**src/design/brf_pkg.sv**
```systemverilog
// Shared constants and types for the byte ring FIFO.
package brf_pkg;

	localparam int SLOTS_DEF     = 256;
	localparam int MAX_BURST_DEF = 64;

	localparam int DATA_W   = 8;
	localparam int LEN_W    = 7;
	localparam int CAP_W    = 8;
	localparam int ADDR_W   = 8;
	localparam int RING_W   = ADDR_W + 1;
	localparam int RING_MAX = 1 << ADDR_W;

	localparam logic [CAP_W-1:0] CAP_RESET = 8'd255;

	typedef enum logic [1:0] {
		CMD_FAIL,
		CMD_WRITE,
		CMD_READ
	} cmd_kind_t;

	typedef struct packed {
		cmd_kind_t          kind;
		logic [ADDR_W-1:0]  addr;
		logic [DATA_W-1:0]  data;
		logic [LEN_W-1:0]   len;
	} cmd_t;

endpackage

```
**src/design/brf_if.sv**
```systemverilog
// Handshake channels of the byte ring FIFO: request, response and capacity write.
interface brf_req_if;
	import brf_pkg::*;
	logic               valid;
	logic               ready;
	logic               mode;
	logic [DATA_W-1:0]  data;
	logic               first;
	logic [LEN_W-1:0]   length;
	modport source (output valid, mode, data, first, length, input ready);
	modport sink (input valid, mode, data, first, length, output ready);
endinterface

interface brf_rsp_if;
	import brf_pkg::*;
	logic               valid;
	logic               ready;
	logic [DATA_W-1:0]  read_data;
	logic               status;
	logic               last;
	modport source (output valid, read_data, status, last, input ready);
	modport sink (input valid, read_data, status, last, output ready);
endinterface

interface brf_cfg_if;
	import brf_pkg::*;
	logic               valid;
	logic               ready;
	logic [CAP_W-1:0]   capacity;
	modport source (output valid, capacity, input ready);
	modport sink (input valid, capacity, output ready);
endinterface

```
**src/design/brf_front.sv**
```systemverilog
// Front end: takes request words, keeps the ring bookkeeping and classifies each word.
module brf_front #(
	parameter int SLOTS     = brf_pkg::SLOTS_DEF,
	parameter int MAX_BURST = brf_pkg::MAX_BURST_DEF
) (
	input  logic                        clk,
	input  logic                        arst_n,
	brf_req_if.sink                     req,
	brf_cfg_if.sink                     cfg,
	input  logic                        q_full,
	output logic                        push,
	output brf_pkg::cmd_t               push_cmd,
	output logic [brf_pkg::RING_W-1:0]  ring_size
);
	import brf_pkg::*;

	localparam int EFF = (SLOTS > RING_MAX) ? RING_MAX : SLOTS;
	localparam logic [RING_W-1:0] EFF_R = RING_W'(EFF);
	localparam logic [LEN_W-1:0]  MAX_L = LEN_W'(MAX_BURST);

	logic [CAP_W-1:0]  cap_q;
	logic [ADDR_W-1:0] head_q, tail_q;
	logic [RING_W-1:0] used_q;
	logic [LEN_W-1:0]  bl_q;
	logic              brej_q;

	logic [RING_W-1:0] ring_raw, free_b, head_inc, tail_sum;
	logic [ADDR_W-1:0] head_nx, tail_nx;
	logic [LEN_W-1:0]  blen, bl_cur, bl_dec;
	logic              newb, rej_new, rej, rd_fail, acc;

	assign ring_raw  = {1'b0, cap_q} + RING_W'(1);
	assign ring_size = (ring_raw > EFF_R) ? EFF_R : ring_raw;
	assign free_b    = ring_size - RING_W'(1) - used_q;

	assign req.ready = !q_full;
	assign cfg.ready = 1'b1;
	assign acc       = req.valid && req.ready;

	always_comb begin
		// a byte with no open burst counts as a burst of one
		newb    = req.first || (bl_q == '0);
		blen    = req.first ? req.length : LEN_W'(1);
		rej_new = (blen == '0) || (blen > MAX_L) || ({2'b00, blen} > free_b);
		bl_cur  = newb ? blen : bl_q;
		bl_dec  = (bl_cur != '0) ? bl_cur - LEN_W'(1) : bl_cur;
		rej     = newb ? rej_new : brej_q;

		head_inc = {1'b0, head_q} + RING_W'(1);
		head_nx  = (head_inc == ring_size) ? '0 : head_inc[ADDR_W-1:0];

		rd_fail  = (req.length == '0) || (req.length > MAX_L) ||
			({2'b00, req.length} > used_q);
		tail_sum = {1'b0, tail_q} + {2'b00, req.length};
		tail_nx  = (tail_sum >= ring_size) ? ADDR_W'(tail_sum - ring_size)
			: tail_sum[ADDR_W-1:0];

		push          = acc;
		push_cmd.data = req.data;
		push_cmd.len  = req.length;
		if (req.mode) begin
			push_cmd.kind = rd_fail ? CMD_FAIL : CMD_READ;
			push_cmd.addr = tail_q;
		end else begin
			push_cmd.kind = rej ? CMD_FAIL : CMD_WRITE;
			push_cmd.addr = head_q;
		end
	end

	always_ff @(posedge clk or negedge arst_n) begin
		if (!arst_n) begin
			cap_q  <= CAP_RESET;
			head_q <= '0;
			tail_q <= '0;
			used_q <= '0;
			bl_q   <= '0;
			brej_q <= 1'b0;
		end else if (cfg.valid && cfg.ready) begin
			cap_q  <= cfg.capacity;
			head_q <= '0;
			tail_q <= '0;
			used_q <= '0;
			bl_q   <= '0;
			brej_q <= 1'b0;
		end else if (acc) begin
			if (req.mode) begin
				if (!rd_fail) begin
					tail_q <= tail_nx;
					used_q <= used_q - {2'b00, req.length};
				end
			end else begin
				bl_q   <= bl_dec;
				brej_q <= rej && (bl_dec != '0);
				if (!rej) begin
					head_q <= head_nx;
					used_q <= used_q + RING_W'(1);
				end
			end
		end
	end

endmodule

```
**src/design/brf_queue.sv**
```systemverilog
// Two-entry command queue between front and back end.
module brf_queue (
	input  logic           clk,
	input  logic           arst_n,
	input  logic           push,
	input  brf_pkg::cmd_t  push_cmd,
	output logic           full,
	output logic           valid,
	output brf_pkg::cmd_t  cmd,
	input  logic           pop
);
	import brf_pkg::*;

	cmd_t       ents_q [2];
	logic       wp_q, rp_q;
	logic [1:0] cnt_q;

	assign full  = (cnt_q == 2'd2);
	assign valid = (cnt_q != 2'd0);
	assign cmd   = ents_q[rp_q];

	always_ff @(posedge clk) begin
		if (push)
			ents_q[wp_q] <= push_cmd;
	end

	always_ff @(posedge clk or negedge arst_n) begin
		if (!arst_n) begin
			wp_q  <= 1'b0;
			rp_q  <= 1'b0;
			cnt_q <= 2'd0;
		end else begin
			if (push)
				wp_q <= !wp_q;
			if (pop)
				rp_q <= !rp_q;
			case ({push, pop})
				2'b10:   cnt_q <= cnt_q + 2'd1;
				2'b01:   cnt_q <= cnt_q - 2'd1;
				default: cnt_q <= cnt_q;
			endcase
		end
	end

endmodule

```
**src/design/brf_back.sv**
```systemverilog
// Back end: owns the byte store, runs queued commands and drives the response register.
module brf_back #(
	parameter int SLOTS = brf_pkg::SLOTS_DEF
) (
	input  logic                        clk,
	input  logic                        arst_n,
	input  logic                        q_valid,
	input  brf_pkg::cmd_t               q_cmd,
	output logic                        q_pop,
	input  logic [brf_pkg::RING_W-1:0]  ring_size,
	brf_rsp_if.source                   rsp
);
	import brf_pkg::*;

	localparam int EFF = (SLOTS > RING_MAX) ? RING_MAX : SLOTS;
	localparam int PW  = $clog2(EFF);

	logic [DATA_W-1:0] mem [EFF];

	logic              act_q;
	cmd_t              cmd_q;
	logic              out_valid_q, status_q, last_q, isrd_q;
	logic [DATA_W-1:0] rd_q;

	logic              adv, fire, fin, beat_last;
	logic [RING_W-1:0] a_inc;
	logic [ADDR_W-1:0] a_nx;
	logic [PW-1:0]     idx;

	assign adv       = !out_valid_q || rsp.ready;
	assign fire      = act_q && adv;
	assign beat_last = (cmd_q.kind != CMD_READ) || (cmd_q.len == LEN_W'(1));
	assign fin       = fire && beat_last;
	// next command loads in the cycle the current one issues its final beat
	assign q_pop     = q_valid && (!act_q || fin);

	assign a_inc = {1'b0, cmd_q.addr} + RING_W'(1);
	assign a_nx  = (a_inc == ring_size) ? '0 : a_inc[ADDR_W-1:0];
	assign idx   = cmd_q.addr[PW-1:0];

	always_ff @(posedge clk or negedge arst_n) begin
		if (!arst_n)
			act_q <= 1'b0;
		else if (q_pop)
			act_q <= 1'b1;
		else if (fin)
			act_q <= 1'b0;
	end

	always_ff @(posedge clk) begin
		if (q_pop) begin
			cmd_q <= q_cmd;
		end else if (fire) begin
			cmd_q.addr <= a_nx;
			cmd_q.len  <= cmd_q.len - LEN_W'(1);
		end
	end

	always_ff @(posedge clk) begin
		if (fire) begin
			if (cmd_q.kind == CMD_WRITE)
				mem[idx] <= cmd_q.data;
			rd_q <= mem[idx];
		end
	end

	always_ff @(posedge clk or negedge arst_n) begin
		if (!arst_n)
			out_valid_q <= 1'b0;
		else if (adv)
			out_valid_q <= act_q;
	end

	always_ff @(posedge clk) begin
		if (fire) begin
			status_q <= (cmd_q.kind == CMD_FAIL);
			last_q   <= beat_last;
			isrd_q   <= (cmd_q.kind == CMD_READ);
		end
	end

	assign rsp.valid     = out_valid_q;
	assign rsp.read_data = isrd_q ? rd_q : '0;
	assign rsp.status    = status_q;
	assign rsp.last      = last_q;

endmodule

```
**src/design/byte_ring_fifo_bulk.sv**
```systemverilog
// Byte ring FIFO with bulk write admission and multi-byte reads (top level).
//
// req carries one word per item: mode 0 writes one byte (first marks a
// burst opener whose length is checked against free space as a whole),
// mode 1 asks for length bytes. rsp returns one word per result: a write
// or a failed read gives a single word with last set; a good read gives
// length words, the final one with last set. cfg writes the capacity
// (ring of capacity+1 slots) and empties the FIFO; it is always ready.
// The user must write it only while nothing is in flight; the block does
// not enforce this. An accepted request passes the command queue, the back
// end command register, then the store read / response register before its
// first response word shows. Throughput: one request per cycle for writes
// while the queue is not full; a read holds the back end until all its
// bytes are returned, one word per cycle, set by the single store read
// port. Requests keep entering the two-entry command queue meanwhile. When
// rsp stalls the response register holds, the back end stops and req.ready
// drops once the queue fills. Reset empties the FIFO and sets capacity to
// 255; stored bytes are undefined until written.
module byte_ring_fifo_bulk #(
	parameter int SLOTS     = brf_pkg::SLOTS_DEF,
	parameter int MAX_BURST = brf_pkg::MAX_BURST_DEF
) (
	input  logic       clk,
	input  logic       arst_n,
	brf_req_if.sink    req,
	brf_rsp_if.source  rsp,
	brf_cfg_if.sink    cfg
);
	import brf_pkg::*;

	logic              push, q_full, q_valid, q_pop;
	cmd_t              push_cmd, q_cmd;
	logic [RING_W-1:0] ring_size;

	brf_front #(
		.SLOTS     (SLOTS),
		.MAX_BURST (MAX_BURST)
	) u_front (
		.clk       (clk),
		.arst_n    (arst_n),
		.req       (req),
		.cfg       (cfg),
		.q_full    (q_full),
		.push      (push),
		.push_cmd  (push_cmd),
		.ring_size (ring_size)
	);

	brf_queue u_queue (
		.clk      (clk),
		.arst_n   (arst_n),
		.push     (push),
		.push_cmd (push_cmd),
		.full     (q_full),
		.valid    (q_valid),
		.cmd      (q_cmd),
		.pop      (q_pop)
	);

	brf_back #(
		.SLOTS (SLOTS)
	) u_back (
		.clk       (clk),
		.arst_n    (arst_n),
		.q_valid   (q_valid),
		.q_cmd     (q_cmd),
		.q_pop     (q_pop),
		.ring_size (ring_size),
		.rsp       (rsp)
	);

endmodule

```
**src/flat_wrapper.sv**
```systemverilog
// flat-port wrapper written by rule: the top's interface ports become plain ports
module byte_ring_fifo_bulk_flat import brf_pkg::*;
#(
	parameter int SLOTS     = brf_pkg::SLOTS_DEF,
	parameter int MAX_BURST = brf_pkg::MAX_BURST_DEF
)
  (clk, arst_n, req_valid, req_mode, req_data, req_first, req_length, req_ready, rsp_valid, rsp_read_data, rsp_status, rsp_last, rsp_ready, cfg_valid, cfg_capacity, cfg_ready);
  brf_req_if req_i ();
  brf_rsp_if rsp_i ();
  brf_cfg_if cfg_i ();
  input  logic clk;
  input  logic arst_n;
  input wire logic [$bits(req_i.valid)-1:0] req_valid;
  input wire logic [$bits(req_i.mode)-1:0] req_mode;
  input wire logic [$bits(req_i.data)-1:0] req_data;
  input wire logic [$bits(req_i.first)-1:0] req_first;
  input wire logic [$bits(req_i.length)-1:0] req_length;
  output wire logic [$bits(req_i.ready)-1:0] req_ready;
  output wire logic [$bits(rsp_i.valid)-1:0] rsp_valid;
  output wire logic [$bits(rsp_i.read_data)-1:0] rsp_read_data;
  output wire logic [$bits(rsp_i.status)-1:0] rsp_status;
  output wire logic [$bits(rsp_i.last)-1:0] rsp_last;
  input wire logic [$bits(rsp_i.ready)-1:0] rsp_ready;
  input wire logic [$bits(cfg_i.valid)-1:0] cfg_valid;
  input wire logic [$bits(cfg_i.capacity)-1:0] cfg_capacity;
  output wire logic [$bits(cfg_i.ready)-1:0] cfg_ready;
  assign req_i.valid = req_valid;
  assign req_i.mode = req_mode;
  assign req_i.data = req_data;
  assign req_i.first = req_first;
  assign req_i.length = req_length;
  assign req_ready = req_i.ready;
  assign rsp_valid = rsp_i.valid;
  assign rsp_read_data = rsp_i.read_data;
  assign rsp_status = rsp_i.status;
  assign rsp_last = rsp_i.last;
  assign rsp_i.ready = rsp_ready;
  assign cfg_i.valid = cfg_valid;
  assign cfg_i.capacity = cfg_capacity;
  assign cfg_ready = cfg_i.ready;
  byte_ring_fifo_bulk #(.SLOTS(SLOTS), .MAX_BURST(MAX_BURST)) u_core (.clk(clk), .arst_n(arst_n), .req(req_i), .rsp(rsp_i), .cfg(cfg_i));
endmodule
```
**config.mk**
```make
export PLATFORM = sky130hd
export DESIGN_NAME = byte_ring_fifo_bulk_flat
export DESIGN_NICKNAME = d
export VERILOG_FILES = /design/src/design/brf_pkg.sv /design/src/design/brf_if.sv /design/src/design/brf_front.sv /design/src/design/brf_queue.sv /design/src/design/brf_back.sv /design/src/design/byte_ring_fifo_bulk.sv /design/src/flat_wrapper.sv
export SDC_FILE = /design/constraint.sdc
export NUM_CORES = 2
export LEC_CHECK = 0
export BUFFER_PORTS_ARGS = -buffer_cell sky130_fd_sc_hd__buf_4
export CAP_MARGIN = 20
export CORE_ASPECT_RATIO = 0.5
export CORE_MARGIN = 2
export CORE_UTILIZATION = 57
export CTS_CLUSTER_DIAMETER = 150
export DETAILED_ROUTE_END_ITERATION = 12
export PLACE_DENSITY = 0.76
export REMOVE_ABC_BUFFERS = 1
export SYNTH_ARGS = -nofsm -noshare
export SYNTH_HDL_FRONTEND = slang
export SYNTH_SLANG_ARGS = --single-unit
```
**constraint.sdc**
```tcl
create_clock -name clk -period 3.9 [get_ports clk]
set_input_delay 0.78 -clock clk [delete_from_list [all_inputs] [get_ports clk]]
set_output_delay 0.78 -clock clk [all_outputs]
set_load 0.05 [all_outputs]
```
==> run summary <==
outcome: finished with violations
failing checks: setup timing
min cycle time layout: 3.96 ns
final WL: 224 mm
Yosys top cell by area: edfxtp_1
initial antenna violation count: 9
Max H-tree Level: 4
largest net degree at the start of global routing: 193
sequential-to-total area share from yosys stat: 74.8%
Final nets: 4890
synth unique cells: 81
Post-Synth Adder-Cell Area: 0.824%
Post-Layout Cell Count: 7014
crit path launch: u_core.u_front.cap_q[6]
Critical Path End: u_core.u_front.head_q[4]
Leak: 32.2 nW
final instance area: 99500 um^2
Avg Inst Size Synth: 20.4 um^2
Clock Power Share: 24.2%
DRC violations left: 0
sequential share of power: 41.7%
Total Routing Usage GR: 28.9%
commonest non-fill, non-tap cell in the layout: edfxtp_1
PortBufs: 41
fraction of layout cells with a size suffix above 1: 29.7%
Setup Viol. Count Final: 4
Reg-to-Reg End: u_core.u_front.head_q[4]
Slew headroom: 21.6%
CTS tree: done
Post-DP Area: 93600 um^2
DIE WIDTH: 557 um
DR WL/cell: 32.0 um
number of synthesized flops with an enable pin: 2134
async set or reset register ratio after synthesis: 2.15%
Post-Syn Instances: 4280
clock root buffer: clkbuf_16
vias in the first global route: 46700
most frequent cells in the layout: edfxtp_1, mux4_2, buf_4, nor2_1, clkbuf_16
post-synthesis xor/xnor area fraction: 0.653%
fmax: 252 MHz
crit path DAT: 4.66 ns
first-pass GRT wire length: 323 mm
flops & latches, synth: 2181
synthesis-to-layout area growth: 14.1%
Die Area: 156000 um^2
required time at the worst-slack endpoint: 4.59 ns
Final Cycle Share: 102%
clk buf depth: 3
worst r2r src: u_core.u_front.cap_q[6]
P_int: 48.5 mW
Switching Power: 24.3 mW
Max IR drop VDD: 0.000647 V
Hold Path Class: input port to register
CP Class: register to register
largest family of logic cells by synthesized area: multiplexers
power share of the combinational group: 34.1%
compound-gate portion of the synthesized area: 2.80%
Starting Density: 57.5%
vias: 47100
crit start category: register
setup TNS: -0.169 ns
crit path max fanout: 5
Synth Area in Simple Gates: 3.53%
Post-Syn Area: 87200 um^2
drt first pass iters: 6
Crit. End Element: register
PnR worst setup slack: -0.0645 ns
worst hold slack: 0.158 ns
Die Span Y: 281 um
CTS sink count: 2181
yosys warns: 0
drt via density: 6.71
Clock transition at path regs: 0.06 ns
Worst Tran Pin Value: 1.17 ns
P per Cell Area: 731 nW/um^2
GRT Residual Overflow: 0
R2R cell count: 19
primary flip-flop cell chosen by synthesis mapping: edfxtp_1
Worst-Skew Late Latency: 0.82 ns
Pwr Total: 72.7 mW
number of CTS-inserted buffers: 180
routability cong.: 0.970
core box area: 152000 um^2
R2R setup slack: -0.06 ns
Setup WS pre-CTS: -0.372 ns
initial DRC count: 8217
placed insts: 6670
Site Rows: 101
Slew Viols, Final: 0
Max-cap violations: 0
mux cell area share after synthesis: 15.8%
Area contributors post-synth: edfxtp_1, mux4_2, nor2_1, dfrtp_1, mux2i_1
Synth top area share: 73.5%
HPWL Detailed: 139 mm
Detail Route Antenna Nets: 0
Util after Layout: 65.6%
RSZ-0062 raised after global routing: yes
Top-Level Pins: 43
switch share: 33.4%
Fin Clk Skew: 0.0219 ns
final number of hold-violating endpoints: 0
critical path, cell delays in order (launching register included):
cell       delay, ns
dfstp_2         0.53
nand4_1         0.22
nor2_4          0.22
nor2_4          0.06
ha_4            0.16
fa_2            0.37
a21o_1          0.18
a21oi_2         0.15
xor2_1          0.18
ha_1            0.28
buf_6           0.13
a211oi_2        0.17
o211a_1         0.19
a21oi_2         0.07
buf_4           0.14
a32o_2          0.28
buf_4           0.16
buf_4           0.13
a31oi_1         0.14
o2bb2ai_1       0.10
registers in the layout, summed over array words and instances, names as in the netlist:
register and flops:
u_core.u_queue.wp_q 1, u_core.u_back.idx 8, u_core.u_front.tail_q 8, u_core.u_back.isrd_q 1
u_core.u_back.rsp.last 1, u_core.u_back.rsp.valid 1, u_core.u_back.mem 2048, u_core.u_queue.cnt_q 2
u_core.u_front.cap_q 8, u_core.u_back.rd_q 8, u_core.u_back.cmd_q 17, u_core.u_queue.ents_q 50
u_core.u_front.head_q 8, u_core.u_front.used_q 9, u_core.u_front.bl_q 7, u_core.u_back.act_q 1
u_core.u_back.rsp.status 1, u_core.u_front.brej_q 1, u_core.u_queue.rp_q 1
cell families after synthesis:
kind of cell,Yosys count
AOI/OAI and AO/OA,351
xor gates and xnor gates,65
adders and majority gates,55
buffers and inverters,292
DFF,2181
muxes,666
other,1
and+or+nand+nor,669
power groups by stage:
stage | Combinational [mW] | Clock (mW) | Sequential, mW
floorplan | 7.98 | 0 | 33.6
global placement | 23.5 | 0 | 30.8
detailed placement | 24.0 | 0 | 30.8
CTS | 24.2 | 17.7 | 30.3
global route | 25.6 | 18.6 | 30.3
finish | 24.8 | 17.6 | 30.3
timing repair:
item	4_1_cts	5_1_grt
hold endpoints to repair	24	0
setup buffers	1	9
hold buffers	1	0
setup endpoints to repair	20	21
pin swaps	9	22
gates resized for setup	17	35
cell usage after synthesis, drive strengths merged (5+ instances only):
cell / number
nand3b: 6
mux2i: 75
o31ai: 8
nor2: 325
mux2: 27
a22oi: 62
inv: 53
or4: 6
or2: 5
a211oi: 20
a221oi: 15
o211ai: 9
nor3: 41
and2: 18
nand4: 18
dfstp: 8
nand2b: 14
nand3: 56
dfrtp: 39
nor4: 16
a2111oi: 5
a22o: 21
xnor2: 43
clkbuf: 130
o22ai: 26
o21ai: 31
edfxtp: 2134
nor2b: 21
a32oi: 6
a31oi: 10
and3: 9
a21o: 13
buf: 108
o21bai: 6
mux4: 564
or3: 10
a21oi: 75
nand2: 105
xor2: 22
ha: 51
cell type report:
type / count / area (um^2)
Fill cell: 9449 / 52300
Clock inverter: 104 / 850
Sequential cell: 2181 / 65300
Clock buffer: 224 / 4730
Tap cell: 2060 / 2580
Inverter: 54 / 203
Antenna cell: 3 / 7.51
Multi-Input combinational cell: 1807 / 20800
Timing Repair Buffer: 581 / 5050
per-layer routing:
layer	track usage, %	routed length [um]	vias to the layer above	part of all wire (%)
met5	0	57	-	0.025
met4	11.1	8790	8	3.9
met3	8.05	29400	566	13
met2	44.3	105000	3463	47
met1	39.9	81200	24300	36
li1	-	-	18700	-
how the worst min path moves through the flow:
stage | to | from | cells after the start
6_report | u_core.u_queue.ents_q[0][7] | req_data[0] | 1
5_1_grt | u_core.u_queue.ents_q[0][10] | req_data[3] | 1
4_1_cts | u_core.u_queue.ents_q[0][10] | req_data[3] | 1
3_5_place_dp | u_core.u_back.cmd_q[12] | u_core.u_queue.ents_q[1][12] | 1
3_3_place_gp | u_core.u_back.rsp.valid | u_core.u_back.act_q | 1
2_1_floorplan | u_core.u_back.rsp.valid | u_core.u_back.act_q | 1
No activity file was read; power rests on OpenSTA's default activity.
